$ cat src/hw/rtl/mwf_pkg.sv
// Package: shared constants, function codes, stage records and byte-mask helper.
`default_nettype none
package mwf_pkg;

    localparam int BYTE_BITS      = 6;
    localparam int BYTES_PER_WORD = 5;
    localparam int MAG_BITS       = BYTE_BITS * BYTES_PER_WORD;
    localparam int VAL_BITS       = MAG_BITS + 1;
    localparam int ADDR_BITS      = 16;
    localparam int SPEC_BITS      = 6;
    localparam int POS_BITS       = 3;
    localparam int BASE_BITS      = 2 * BYTE_BITS;

    // function codes
    localparam logic [1:0] FUNC_LOAD  = 2'd0;
    localparam logic [1:0] FUNC_VALUE = 2'd1;
    localparam logic [1:0] FUNC_ADDR  = 2'd2;

    localparam logic [POS_BITS-1:0] LAST_BYTE = POS_BITS'(BYTES_PER_WORD);

    // decode stage record
    typedef struct packed {
        logic                  valid;
        logic [1:0]            func;
        logic                  sign;
        logic                  old_sign;
        logic                  sign_in_field;
        logic                  empty;
        logic [POS_BITS-1:0]   shift_bytes;
        logic [POS_BITS-1:0]   count;
        logic [MAG_BITS-1:0]   mag;
        logic [BASE_BITS-1:0]  base;
        logic [BYTE_BITS-1:0]  ix;
    } dec_t;

    // extract stage record
    typedef struct packed {
        logic                  valid;
        logic [1:0]            func;
        logic                  load_sign;
        logic                  negate;
        logic [MAG_BITS-1:0]   part;
        logic [ADDR_BITS-1:0]  addr;
    } ext_t;

    // mask of the low count bytes
    function automatic logic [MAG_BITS-1:0] byte_mask(input logic [POS_BITS-1:0] count);
        logic [MAG_BITS-1:0] m;
        m = '0;
        for (int i = 0; i < BYTES_PER_WORD; i++)
        begin
            if (POS_BITS'(i) < count)
            begin
                m[i*BYTE_BITS +: BYTE_BITS] = '1;
            end
        end
        return m;
    endfunction

endpackage
`default_nettype wire

$ cat src/hw/rtl/mix_word_field_unit.sv
// Top level of the MIX word field unit: three-stage decode / extract / format pipeline.
//
//   channel   signals                                              qualifier
//   request   func word_sign word_magnitude field_spec old_sign    start && !busy
//   result    result_sign result_magnitude field_value address     done (one cycle)
//
// One request per cycle; the request is registered in turn by the decode, extract and format
// stage registers, and done rises together with the result in the format register.
// Reset (rst_n, asynchronous) clears the decode and extract stages and the done strobe.
// No stage ever stalls: busy stays low and done is a single-cycle strobe.
`default_nettype none
module mix_word_field_unit (
    input  wire logic                           clk,
    input  wire logic                           rst_n,
    input  wire logic                           start,
    output logic                                busy,
    input  wire logic [1:0]                     func,
    input  wire logic                           word_sign,
    input  wire logic [mwf_pkg::MAG_BITS-1:0]   word_magnitude,
    input  wire logic [mwf_pkg::SPEC_BITS-1:0]  field_spec,
    input  wire logic                           old_sign,
    output logic                                done,
    output logic                                result_sign,
    output logic [mwf_pkg::MAG_BITS-1:0]        result_magnitude,
    output logic signed [mwf_pkg::VAL_BITS-1:0] field_value,
    output logic [mwf_pkg::ADDR_BITS-1:0]       address
);
    import mwf_pkg::*;

    dec_t dec;
    ext_t ext;
    logic req_valid;

    // pipeline always takes a request
    assign busy      = 1'b0;
    assign req_valid = start & ~busy;

    mwf_decode u_decode (
        .clk            (clk),
        .rst_n          (rst_n),
        .req_valid      (req_valid),
        .func           (func),
        .word_sign      (word_sign),
        .word_magnitude (word_magnitude),
        .field_spec     (field_spec),
        .old_sign       (old_sign),
        .dec            (dec)
    );

    mwf_extract u_extract (
        .clk   (clk),
        .rst_n (rst_n),
        .dec   (dec),
        .ext   (ext)
    );

    mwf_format u_format (
        .clk              (clk),
        .rst_n            (rst_n),
        .ext              (ext),
        .done             (done),
        .result_sign      (result_sign),
        .result_magnitude (result_magnitude),
        .field_value      (field_value),
        .address          (address)
    );

endmodule
`default_nettype wire

$ cat src/hw/rtl/mwf_decode.sv
// Stage 1: splits the field spec, works out the byte range and the address base.
`default_nettype none
module mwf_decode (
    input  wire logic                          clk,
    input  wire logic                          rst_n,
    input  wire logic                          req_valid,
    input  wire logic [1:0]                    func,
    input  wire logic                          word_sign,
    input  wire logic [mwf_pkg::MAG_BITS-1:0]  word_magnitude,
    input  wire logic [mwf_pkg::SPEC_BITS-1:0] field_spec,
    input  wire logic                          old_sign,
    output mwf_pkg::dec_t                      dec
);
    import mwf_pkg::*;

    dec_t               dec_reg;
    dec_t               dec_next;
    logic [POS_BITS-1:0] left;
    logic [POS_BITS-1:0] right_raw;
    logic [POS_BITS-1:0] right;
    logic [POS_BITS-1:0] first;

    // field bounds
    always_comb
    begin
        left      = field_spec[SPEC_BITS-1 -: POS_BITS];
        right_raw = field_spec[POS_BITS-1:0];
        right     = (right_raw > LAST_BYTE) ? LAST_BYTE : right_raw;
        first     = (left == '0) ? POS_BITS'(1) : left;

        dec_next.valid         = req_valid;
        dec_next.func          = func;
        dec_next.sign          = word_sign;
        dec_next.old_sign      = old_sign;
        dec_next.sign_in_field = (left == '0);
        dec_next.empty         = (first > right);
        dec_next.shift_bytes   = LAST_BYTE - right;
        dec_next.count         = right - first + POS_BITS'(1);
        dec_next.mag           = word_magnitude;
        dec_next.base          = word_magnitude[MAG_BITS-1 -: BASE_BITS];
        dec_next.ix            = word_magnitude[MAG_BITS-BASE_BITS-1 -: BYTE_BITS];
    end

    // stage register
    always_ff @(posedge clk or negedge rst_n)
    begin
        if (!rst_n)
        begin
            dec_reg <= '0;
        end
        else
        begin
            dec_reg <= dec_next;
        end
    end

    assign dec = dec_reg;

endmodule
`default_nettype wire

$ cat src/hw/rtl/mwf_extract.sv
// Stage 2: byte shift and mask of the field, signed address sum.
`default_nettype none
module mwf_extract (
    input  wire logic  clk,
    input  wire logic  rst_n,
    input  wire mwf_pkg::dec_t dec,
    output mwf_pkg::ext_t ext
);
    import mwf_pkg::*;

    ext_t                 ext_reg;
    ext_t                 ext_next;
    logic [MAG_BITS-1:0]  shifted;
    logic [ADDR_BITS-1:0] base_ext;
    logic [ADDR_BITS-1:0] base_signed;

    // right-align the last byte of the field
    always_comb
    begin
        case (dec.shift_bytes)
            3'd0:    shifted = dec.mag;
            3'd1:    shifted = dec.mag >> BYTE_BITS;
            3'd2:    shifted = dec.mag >> (2 * BYTE_BITS);
            3'd3:    shifted = dec.mag >> (3 * BYTE_BITS);
            3'd4:    shifted = dec.mag >> (4 * BYTE_BITS);
            default: shifted = '0;
        endcase
    end

    // mask, address, pass-through
    always_comb
    begin
        base_ext    = ADDR_BITS'(dec.base);
        base_signed = dec.sign ? (ADDR_BITS'(0) - base_ext) : base_ext;

        ext_next.valid     = dec.valid;
        ext_next.func      = dec.func;
        ext_next.load_sign = dec.sign_in_field ? dec.sign : dec.old_sign;
        ext_next.negate    = dec.sign_in_field & dec.sign;
        ext_next.part      = dec.empty ? '0 : (shifted & byte_mask(dec.count));
        ext_next.addr      = base_signed + ADDR_BITS'(dec.ix);
    end

    // stage register
    always_ff @(posedge clk or negedge rst_n)
    begin
        if (!rst_n)
        begin
            ext_reg <= '0;
        end
        else
        begin
            ext_reg <= ext_next;
        end
    end

    assign ext = ext_reg;

endmodule
`default_nettype wire

$ cat src/hw/rtl/mwf_format.sv
// Stage 3: sign application and per-function result selection into the output register.
`default_nettype none
module mwf_format (
    input  wire logic                          clk,
    input  wire logic                          rst_n,
    input  wire mwf_pkg::ext_t                 ext,
    output logic                               done,
    output logic                               result_sign,
    output logic [mwf_pkg::MAG_BITS-1:0]       result_magnitude,
    output logic signed [mwf_pkg::VAL_BITS-1:0] field_value,
    output logic [mwf_pkg::ADDR_BITS-1:0]      address
);
    import mwf_pkg::*;

    logic                 done_reg;
    logic                 sign_reg,  sign_next;
    logic [MAG_BITS-1:0]  mag_reg,   mag_next;
    logic [VAL_BITS-1:0]  val_reg,   val_next;
    logic [ADDR_BITS-1:0] addr_reg,  addr_next;
    logic [VAL_BITS-1:0]  part_ext;

    // result select; unused code gives all zeros
    always_comb
    begin
        part_ext  = VAL_BITS'(ext.part);
        sign_next = 1'b0;
        mag_next  = '0;
        val_next  = '0;
        addr_next = '0;
        case (ext.func)
            FUNC_LOAD:
            begin
                sign_next = ext.load_sign;
                mag_next  = ext.part;
            end
            FUNC_VALUE:
            begin
                val_next = ext.negate ? (VAL_BITS'(0) - part_ext) : part_ext;
            end
            FUNC_ADDR:
            begin
                addr_next = ext.addr;
            end
            default:
            begin
                sign_next = 1'b0;
            end
        endcase
    end

    always_ff @(posedge clk or negedge rst_n)
    begin
        if (!rst_n)
        begin
            done_reg <= 1'b0;
        end
        else
        begin
            done_reg <= ext.valid;
        end
    end

    always_ff @(posedge clk)
    begin
        sign_reg <= sign_next;
        mag_reg  <= mag_next;
        val_reg  <= val_next;
        addr_reg <= addr_next;
    end

    assign done             = done_reg;
    assign result_sign      = sign_reg;
    assign result_magnitude = mag_reg;
    assign field_value      = signed'(val_reg);
    assign address          = addr_reg;

endmodule
`default_nettype wire
$ cat config.mk
export PLATFORM = sky130hd
export DESIGN_NAME = mix_word_field_unit
export DESIGN_NICKNAME = d
export VERILOG_FILES = /design/src/hw/rtl/mwf_pkg.sv /design/src/hw/rtl/mix_word_field_unit.sv /design/src/hw/rtl/mwf_decode.sv /design/src/hw/rtl/mwf_extract.sv /design/src/hw/rtl/mwf_format.sv
export SDC_FILE = /design/constraint.sdc
export NUM_CORES = 1
export LEC_CHECK = 0
export BUFFER_PORTS_ARGS = -buffer_cell sky130_fd_sc_hd__buf_2
export CAP_MARGIN = 30
export CORE_MARGIN = 4
export CORE_UTILIZATION = 50
export DETAILED_ROUTE_END_ITERATION = 7
export PLACE_DENSITY = 0.75
export SLEW_MARGIN = 20
export SYNTH_ARGS = -nofsm -noshare
export SYNTH_HDL_FRONTEND = slang
export SYNTH_SLANG_ARGS = --single-unit
$ cat constraint.sdc
create_clock -name clk -period 2.9 [get_ports clk]
set_input_delay 0.435 -clock clk [delete_from_list [all_inputs] [get_ports clk]]
set_output_delay 0.435 -clock clk [all_outputs]
set_load 0.01 [all_outputs]
==> results of run 1 <==
## metal layers
metal / wire length [µm] / share of wire, % / GRT usage, % / up-vias
met3: 942 / 6.6 / 4.68 / 30
li1: - / - / - / 2290
met4: 349 / 2.4 / 9.34 / 0
met1: 6240 / 44 / 26.1 / 2214
met2: 6720 / 47 / 30.2 / 183
met5: 0 / 0 / 0 / -
## through the flow
stage          cells  worst slack, ps  cell area [µm²]  power [mW]  utilization (%)
2_1_floorplan    606              232             6710        3.15                -
3_3_place_gp     884              321             7500        3.39             56.8
3_5_place_dp     884              121             7500        3.41             56.8
4_1_cts          914              101             8100        5.66             61.4
5_1_grt          915             4.78             8120        5.86             61.6
6_report         915              242             8120        5.62             61.6
## timing repair
item,in CTS,in global routing
endpoints found under the setup margin,0,1
endpoints found under the hold margin,0,0
gates resized for setup,0,3
## power breakdown
part / switching, mW / total (mW) / internal (mW)
Sequential: 0.134 / 2.70 / 2.56
Combinational: 0.382 / 0.671 / 0.289
Clock: 0.873 / 2.25 / 1.37
Total: 1.39 / 5.62 / 4.23
## logic make-up (layout without fill, tap and decap cells)
kind of cell	count (synthesis)	in the layout	share of synthesized area, %
flops	173	173	58.7
mux	14	14	2.11
xor+xnor	49	49	6.51
buf+inv	45	178	2.69
other cells	1	1	0.0559
simple gates	211	211	16.7
compound gates	98	98	10.2
fa+ha+maj	15	15	3.02
## synthesized netlist by cell type (all sizes together) (2+ instances only)
| master | n | area share [%] |
|---|---|---|
| inv | 18 | 1.0 |
| dfxtp | 78 | 23 |
| and2 | 57 | 5.3 |
| a311oi | 2 | 0.26 |
| fa | 2 | 0.60 |
| o31ai | 15 | 2.1 |
| buf | 4 | 0.39 |
| a21o | 5 | 0.56 |
| or2 | 2 | 0.19 |
| nor4 | 3 | 0.28 |
| nor2 | 68 | 3.8 |
| nand3 | 5 | 0.37 |
| nand2 | 21 | 1.2 |
| or3 | 10 | 1.1 |
| nand3b | 2 | 0.22 |
| nand2b | 5 | 0.47 |
| nor2b | 20 | 1.9 |
| nand4b | 3 | 0.39 |
| o21ai | 15 | 1.1 |
| clkbuf | 23 | 1.3 |
| xnor2 | 20 | 2.7 |
| a211oi | 14 | 1.6 |
| nor3 | 9 | 0.75 |
| a31oi | 4 | 0.37 |
| o41ai | 5 | 0.76 |
| or4 | 4 | 0.56 |
| mux2i | 13 | 1.9 |
| ha | 13 | 2.4 |
| a22oi | 6 | 0.67 |
| o22ai | 6 | 0.56 |
| xor2 | 29 | 3.8 |
| dfrtp | 95 | 35 |
| a21oi | 19 | 1.4 |
## cell usage in the layout, fill, tap and decap left out, drive strengths merged, types with 4 or more instances in the layout
cell	netlist	layout
xor2	29	29
o41ai	5	5
ha	13	13
o22ai	6	6
nor3	9	9
buf	4	130
dfrtp	95	95
o21ai	15	15
nand2	21	21
xnor2	20	20
nor2b	20	20
clkbuf	23	23
nand3	5	5
or4	4	4
clkinv	0	4
a21o	5	5
a21oi	19	19
a211oi	14	14
a31oi	4	4
mux2i	13	13
nor2	68	68
nand2b	5	5
and2	57	57
o31ai	15	15
inv	18	20
a22oi	6	6
dfxtp	78	78
or3	10	10
## path summary, 6_finish.rpt
kind	depth (start not counted)	slack (ps)	endpoint	startpoint
setup reg to reg	11	240	u_extract.ext[7]$_DFF_PN0_	u_decode.dec[6]$_DFF_PN0_
hold / removal	1	8	u_decode.dec[14]$_DFF_PN0_	rst_n
max in group asynchronous	2	2250	u_extract.ext[34]$_DFF_PN0_	rst_n
setup / recovery	11	240	u_extract.ext[7]$_DFF_PN0_	u_decode.dec[6]$_DFF_PN0_
min in group clk	1	110	u_decode.dec[8]$_DFF_PN0_	word_magnitude[20]
hold reg to reg	0	350	u_extract.ext[50]$_DFF_PN0_	u_decode.dec[60]$_DFF_PN0_
## worst max-delay path, stage by stage (launching register included)
cell,delay [ps]
dfrtp_1,440
inv_1,90
ha_1,210
nand2b_1,70
o21ai_0,190
xnor2_1,150
ha_1,290
or2_2,300
a21oi_1,250
nor2_2,130
a311oi_1,320
a2111oi_1,80
## cell type report
| class | count | area (µm²) |
|---|---|---|
| inverter | 18 | 67.6 |
| fill | 1039 | 5070 |
| sequential | 173 | 3940 |
| timing repair buffer | 130 | 692 |
| tap | 176 | 220 |
| clock inverter | 7 | 72.6 |
| multi-input combinational | 388 | 2600 |
| clock buffer | 23 | 532 |
==> impl_metrics.yaml, run 1 <==
cts:
  h-tree-depth: 4
  hold_buffers: 0
  clock_sinks: 173
  cts_buffers: 17
  clk_latency_ps: 430
  cts_setup_buffers: 0
  cts_tree: "yes"
  cts_root_buffer: "clkbuf_16"
  clk_pin_slew_ps: 60
  clock_path_buffers: 2
synthesis:
  syn_area_um2: 6710
  async_flop_share_pct: 54.9
  ys_seq_elements: 173
  netlist_instances: 606
  syn_area_per_cell_um2: 11.1
  yosysWarnings: 0
  syn_nets: 664
  yosysSeqAreaShare_pct: 58.7
  synth_edf_count: 0
  synth-main-ff-cell: "dfrtp_1"
  post_synth_num_cell_types: 54
sta:
  timing.hold.ws_ps: 7.83
  finalHoldViolCount: 0
  setup_violations: 0
  final-max-slew-violation-count: 0
  fin_setup_tns_ps: 0
  finalCritPeriodShare_pct: 91.7
  relSlewSlack_pct: 40.0
  rsz0062_at_grt: "false"
  worst_pin_slew_ps: 899
  max_freq_mhz: 376
  finalCriticalPeriod_ps: 2660
  fin_skew_ps: 8.41
cells_and_area:
  area_growth_pct: 21.0
  drive_gt1_share_pct: 23.3
  diodes: 0
  largest_reg_flops: 51
  nets: 786
detailed_routing:
  drt_iter0_markers: 442
  wire_per_inst_um: 15.6
  drcViolationCount: 0
  drtPass1Iterations: 5
  wirelength_mm: 14.3
  drtAntennaViolNets: 0
  vias: 4717
  drt-vias-per-instance: 5.16
grt:
  grt_max_degree: 49
  grt_pass1_vias: 4621
  grt.total_usage_pct: 19.6
  grt_overflow: 0
  grt_pass1_wl_mm: 22.9
  grt_antenna_before_repair: 0
placed_design:
  place_congestion: 0.899
  dp_hpwl_mm: 10.9
  io_buffers: 121
die:
  io_pins: 123
  coreArea_um2: 13200
  die_h_um: 124
  die_x_um: 124
  dieArea_um2: 15300
  rows: 42
  start_util_pct: 50.9
setup_path:
  path_max_fanout: 7
  cp-end-kind: "flop"
  worstSetupPathType: "reg2reg"
  critPathRequiredTime_ps: 3190
  crit_path_start_kind: "flop"
  cp.arrival_ps: 2950
pwr:
  leakage_nw: 3.79
  power_density_nw_per_um2: 692
  vdd_ir_drop_max_uv: 418
hold_path:
  hold_class: "in2async"
run:
  maxCapViolations: 0
outcome:
  status: "finished, final reports clean"
Power figures use the tool's default switching activity.
==> run 2, diff against run 1 <==
--- a/config.mk
+++ b/config.mk
@@ -5,12 +5,14 @@
 export SDC_FILE = /design/constraint.sdc
 export NUM_CORES = 1
 export LEC_CHECK = 0
+export ABC_AREA = 1
 export BUFFER_PORTS_ARGS = -buffer_cell sky130_fd_sc_hd__buf_2
 export CAP_MARGIN = 30
+export CORE_ASPECT_RATIO = 0.7
 export CORE_MARGIN = 4
 export CORE_UTILIZATION = 50
 export DETAILED_ROUTE_END_ITERATION = 7
-export PLACE_DENSITY = 0.75
+export PLACE_DENSITY = 0.74
 export SLEW_MARGIN = 20
 export SYNTH_ARGS = -nofsm -noshare
 export SYNTH_HDL_FRONTEND = slang
==> run 2 against run 1 <==
Net effect:
- flip-flop and latch count stayed put
- global-route usage is 2.3 points higher
- combinational power is 24% higher
- the flow now finishes with violations (negative hold slack)
- cell count is 20% higher
- cell area is 1.8% higher
- critical path depth is 7 higher
- non-clock buffer count is 4 lower
- sequential share of layout area is 0.88 points lower
- maximum frequency is 3.0% higher
- setup slack better by 77 ps
- synthesized cell count is 29% higher
- sequential power is 1% lower
- largest cell class unchanged
==> impl_metrics.yaml, run 2 <==
pwr:
  p_int_mw: 3.99
  vdd_ir_drop_max_uv: 451
  leakage_nw: 4.14
  seqPwrFrac_pct: 47.7
  finalPower_mw: 5.59
  p_sw_mw: 1.60
  clock_power_share_pct: 37.5
  power_density_nw_per_um2: 676
  switching_share_pct: 28.6
  combPwrFrac_pct: 14.8
synthesis:
  yosysWarnings: 0
  synth_most_common_cell: "nor2_1"
  syn_area_um2: 6950
  post_synth_num_cell_types: 40
  netlist_top_cells_count: "nor2_1 (120), nand2_1 (107), inv_1 (101)"
  syn_area_per_cell_um2: 8.92
  netlist_instances: 779
  ys_seq_elements: 173
  yosysTopAreaCellShare_pct: 34.2
  synth-main-ff-cell: "dfrtp_1"
  syn_nets: 837
  synth_edf_count: 0
  yosysSeqAreaShare_pct: 56.7
  yosysTopAreaCell: "dfrtp_1"
  yosys-top-cells-area: "dfrtp_1 (34%), dfxtp_1 (22%), nor2_1 (6.5%), nand2_1 (5.8%), inv_1 (5.5%)"
  async_flop_share_pct: 54.9
grt:
  grt_overflow: 0
  grt_max_degree: 52
  grt_antenna_before_repair: 0
  grt.total_usage_pct: 21.9
  grt_pass1_wl_mm: 27.0
  grt_pass1_vias: 5247
die:
  coreArea_um2: 13400
  io_pins: 123
  rows: 35
  start_util_pct: 51.9
  dieArea_um2: 15900
  die_h_um: 107
  die_x_um: 149
setup_path:
  worstSetupPathType: "reg2reg"
  cp-end-kind: "flop"
  crit_path_start_kind: "flop"
  cp.arrival_ps: 2900
  critPathRequiredTime_ps: 3220
  path_max_fanout: 6
cts:
  clock_path_buffers: 2
  clock_sinks: 173
  clk_pin_slew_ps: 70
  cts_root_buffer: "clkbuf_16"
  clk_latency_ps: 420
  h-tree-depth: 4
  cts_tree: "yes"
  cts_buffers: 17
  hold_buffers: 0
sta:
  max_freq_mhz: 387
  relSlewSlack_pct: 55.0
  final-max-slew-violation-count: 0
  finalCritPeriodShare_pct: 89.0
  fin_setup_tns_ps: 0
  finalCriticalPeriod_ps: 2580
  setup_violations: 0
  worst_pin_slew_ps: 669
  fin_skew_ps: 9.98
  timing.hold.ws_ps: -5.44
  rsz0062_at_grt: "false"
  fin_ws_ps: 319
  finalHoldViolCount: 5
placed_design:
  dp_hpwl_mm: 12.5
  io_buffers: 121
  dp_slack_ps: 283
  place_congestion: 0.945
cells_and_area:
  area_growth_pct: 19.0
  nets: 960
  diodes: 0
  drive_gt1_share_pct: 22.2
  final_util_pct: 61.7
  largest_reg_flops: 51
  layout_common_cells: "nor2_1 (120), buf_2 (120), nand2_1 (107)"
hold_path:
  hold_class: "in2async"
detailed_routing:
  drtPass1Iterations: 6
  wirelength_mm: 16.7
  drt_iter0_markers: 542
  drt-vias-per-instance: 5.08
  wire_per_inst_um: 15.2
  drtAntennaViolNets: 0
  drcViolationCount: 0
  vias: 5592
outcome:
  status: "finished, violations left"
  violations: "negative hold slack"
run:
  maxCapViolations: 0
run 2: final cells by class:
type                            count  area, µm²
Tap cell                          185        231
Timing Repair Buffer              126        666
Inverter                          111        417
Multi-Input combinational cell    473       2470
Clock buffer                       21        460
Clock inverter                     11       82.6
Sequential cell                   173       3940
Fill cell                        1167       5130
run 2: final timing paths:
check | startpoint | end | slack [ps] | depth (start not counted)
min | rst_n | u_extract.ext[15]$_DFF_PN0_ | -5 | 1
max | u_decode.dec[7]$_DFF_PN0_ | u_extract.ext[15]$_DFF_PN0_ | 320 | 18
min in group clk | word_magnitude[15] | u_decode.dec[3]$_DFF_PN0_ | 110 | 1
max in group asynchronous | rst_n | u_decode.dec[49]$_DFF_PN0_ | 2280 | 2
max reg2reg | u_decode.dec[7]$_DFF_PN0_ | u_extract.ext[15]$_DFF_PN0_ | 320 | 18
min reg2reg | u_decode.dec[59]$_DFF_PN0_ | u_extract.ext[49]$_DFF_PN0_ | 350 | 0
run 2: power groups by stage:
stage / sequential, mW / clock [mW] / combinational, mW
floorplan: 2.69 / 0 / 0.554
global placement: 2.71 / 0 / 0.801
detailed placement: 2.71 / 0 / 0.810
CTS: 2.66 / 2.13 / 0.816
global route: 2.68 / 2.23 / 0.937
finish: 2.66 / 2.09 / 0.829
run 2: per-layer routing:
metal / wire length, µm / track usage (%) / vias up
li1: - / - / 2728
met1: 8260 / 33.7 / 2541
met2: 6530 / 29.2 / 295
met3: 1600 / 6.76 / 28
met4: 328 / 6.92 / 0
met5: 0 / 0 / -
run 2: worst max-delay path, stage by stage (launching register included):
cell and delay (ps):
dfrtp_1 450, inv_1 130, ha_1 200, inv_1 90, nor3_4 140, nor2_1 70
xor2_1 140, ha_1 370, nand2_1 80, inv_1 70, nand4_1 70, nand3_1 120
nand2_1 60, nand2_1 120, nand2_1 110, inv_1 70, nand3_1 70, nand2_1 80
inv_1 40
run 2: cells by family after synthesis:
family                     after synthesis  share of synthesized area, %
AOI/OAI and AO/OA                      108                          8.91
xor gates and xnor gates                13                          1.64
adders and majority gates               15                          2.92
buffers and inverters                  133                          7.74
DFF                                    173                          56.7
other                                    1                        0.0539
and+or+nand+nor                        336                          22.1
run 2: per-stage QoR:
step	instances	area, µm²
after floorplan	779	6950
after global placement	1066	7690
after detailed placement	1067	7720
after CTS	1099	8260
after global routing	1100	8270
final	1100	8270
run 2: timing repair:
item,CTS,global route
setup buffers,0,1
hold endpoints to repair,0,0
endpoints found under the setup margin,0,2
resized for setup,0,1
==> run 3, diff against run 2 <==
--- a/config.mk
+++ b/config.mk
@@ -12,7 +12,7 @@
 export CORE_MARGIN = 4
 export CORE_UTILIZATION = 50
 export DETAILED_ROUTE_END_ITERATION = 7
-export PLACE_DENSITY = 0.74
+export PLACE_DENSITY = 0.78
 export SLEW_MARGIN = 20
 export SYNTH_ARGS = -nofsm -noshare
 export SYNTH_HDL_FRONTEND = slang
==> constraint.sdc (replaced) <==
create_clock -name clk -period 2.9 [get_ports clk]
set_input_delay 0.29 -clock clk [delete_from_list [all_inputs] [get_ports clk]]
set_output_delay 0.29 -clock clk [all_outputs]
set_load 0.01 [all_outputs]
==> run 3 against run 2 <==
Net effect:
- the run now ends clean
- via count rose by 2.7%
- critical path depth fell by 2
- sequential share of layout area fell by 2.1 points
- first-iteration DRC count rose by 0.18%
==> impl_metrics.yaml, run 3 (synthesized netlist as in run 2, its figures left out) <==
pwr:
  power_density_nw_per_um2: 661
  vdd_ir_drop_max_uv: 482
  leakage_nw: 4.30
cells_and_area:
  area_growth_pct: 24.5
  largest_reg_flops: 51
  drive_gt1_share_pct: 21.5
  fin_cells: 1135
  nets: 995
  layout_common_cells: "nor2_1 (120), buf_2 (120), nand2_1 (107)"
  final_util_pct: 64.6
  diodes: 0
cts:
  h-tree-depth: 4
  cts_root_buffer: "clkbuf_16"
  clock_path_buffers: 2
  clk_pin_slew_ps: 70
  clock_sinks: 173
  cts_tree: "yes"
  cts_buffers: 17
  clk_latency_ps: 430
grt:
  grt.total_usage_pct: 22.9
  grt_pass1_vias: 5525
  grt_overflow: 0
  grt_antenna_before_repair: 0
  grt_pass1_wl_mm: 28.4
  grt_max_degree: 51
placed_design:
  io_buffers: 121
  place_congestion: 0.946
  placedCellCount: 1067
  dp_slack_ps: 329
  dp_hpwl_mm: 12.3
sta:
  finalHoldViolCount: 0
  worst_pin_slew_ps: 713
  finalCriticalPeriod_ps: 2590
  relSlewSlack_pct: 52.0
  timing.hold.ws_ps: 49.6
  finalCritPeriodShare_pct: 89.4
  fin_skew_ps: 9.58
  final-max-slew-violation-count: 0
  max_freq_mhz: 386
  fin_setup_tns_ps: 0
  setup_violations: 0
  fin_ws_ps: 307
  rsz0062_at_grt: "false"
die:
  rows: 35
  die_x_um: 149
  dieArea_um2: 15900
  io_pins: 123
  start_util_pct: 51.9
  coreArea_um2: 13400
  die_h_um: 107
outcome:
  status: "finished, final reports clean"
detailed_routing:
  drt_iter0_markers: 543
  drt-vias-per-instance: 5.06
  drtAntennaViolNets: 0
  drcViolationCount: 0
  vias: 5743
  wirelength_mm: 17.3
  drtPass1Iterations: 6
  wire_per_inst_um: 15.3
setup_path:
  critPathRequiredTime_ps: 3210
  cp-end-kind: "flop"
  worstSetupPathType: "reg2reg"
  cp.arrival_ps: 2900
  path_max_fanout: 5
  crit_path_start_kind: "flop"
run:
  maxCapViolations: 0
hold_path:
  hold_class: "in2reg"
[run 3: cell types whose count changed in the layout (fill, tap and decap cells not counted), moves of 2 or more]
cell           delta
dlygate4sd3_1    +36
inv_4             -5
inv_8             +4
clkbuf_1          -2
inv_6             +2
[run 3: worst max-delay path, stage by stage, from the launching register on]
cell and delay, ps:
dfrtp_1 430, inv_1 160, ha_1 220, inv_1 90
nor3_4 140, nor2_1 70, xor2_1 140, ha_1 360
nand2_1 70, inv_1 70, nand4_1 70, nand3_1 110
nand2_1 60, nand2_1 130, inv_1 80, o21ai_0 200
nand2_1 70
[run 3: power by group]
part           leakage (nW)  internal [mW]  switching [mW]
Clock                 0.284           1.17            1.02
Sequential             1.81           2.55           0.110
Combinational          2.20          0.310           0.559
Total                  4.30           4.03            1.69
[run 3: per-layer routing]
layer	global-route usage (%)	wire, µm	up-vias
li1	-	-	2807
met1	34.4	8120	2613
met2	32.3	7220	299
met3	6.63	1730	24
met4	6.21	257	0
met5	0	0	-
[run 3: worst paths after layout]
check | slack, ps | to | from | depth (start not counted)
worst min register to register | 350 | u_extract.ext[49]$_DFF_PN0_ | u_decode.dec[59]$_DFF_PN0_ | 0
max in group asynchronous | 1830 | u_decode.dec[27]$_DFF_PN0_ | rst_n | 3
min in group asynchronous | 410 | u_extract.ext[1]$_DFF_PN0_ | rst_n | 2
worst min-delay path | 50 | u_decode.dec[53]$_DFF_PN0_ | field_spec[1] | 2
worst max register to register | 310 | u_extract.ext[9]$_DFF_PN0_ | u_decode.dec[6]$_DFF_PN0_ | 16
worst max-delay path | 310 | u_extract.ext[9]$_DFF_PN0_ | u_decode.dec[6]$_DFF_PN0_ | 16
[run 3: stage by stage]
stage | instance area, µm² | total power, mW
3_3_place_gp | 7710 | 3.50
6_report | 8660 | 5.72
4_1_cts | 8650 | 5.74
3_5_place_dp | 7710 | 3.52
5_1_grt | 8660 | 5.98
2_1_floorplan | 6950 | 3.25
[run 3: layout make-up]
class                   instances  area [µm²]
flip-flops and latches        173        3940
well taps                     185         231
fillers                      1090        4740
multi-input cells             473        2480
clock buffers                  18         439
inverters                     111         417
clock inverters                14         141
repair buffers                161        1010
[run 3: repair_timing]
| item | in CTS | in global routing |
|---|---|---|
| hold buffers | 36 | 0 |
| setup endpoints to repair | 0 | 1 |
| hold endpoints to repair | 80 | 0 |
| setup buffers | 0 | 0 |
| gates resized for setup | 0 | 1 |
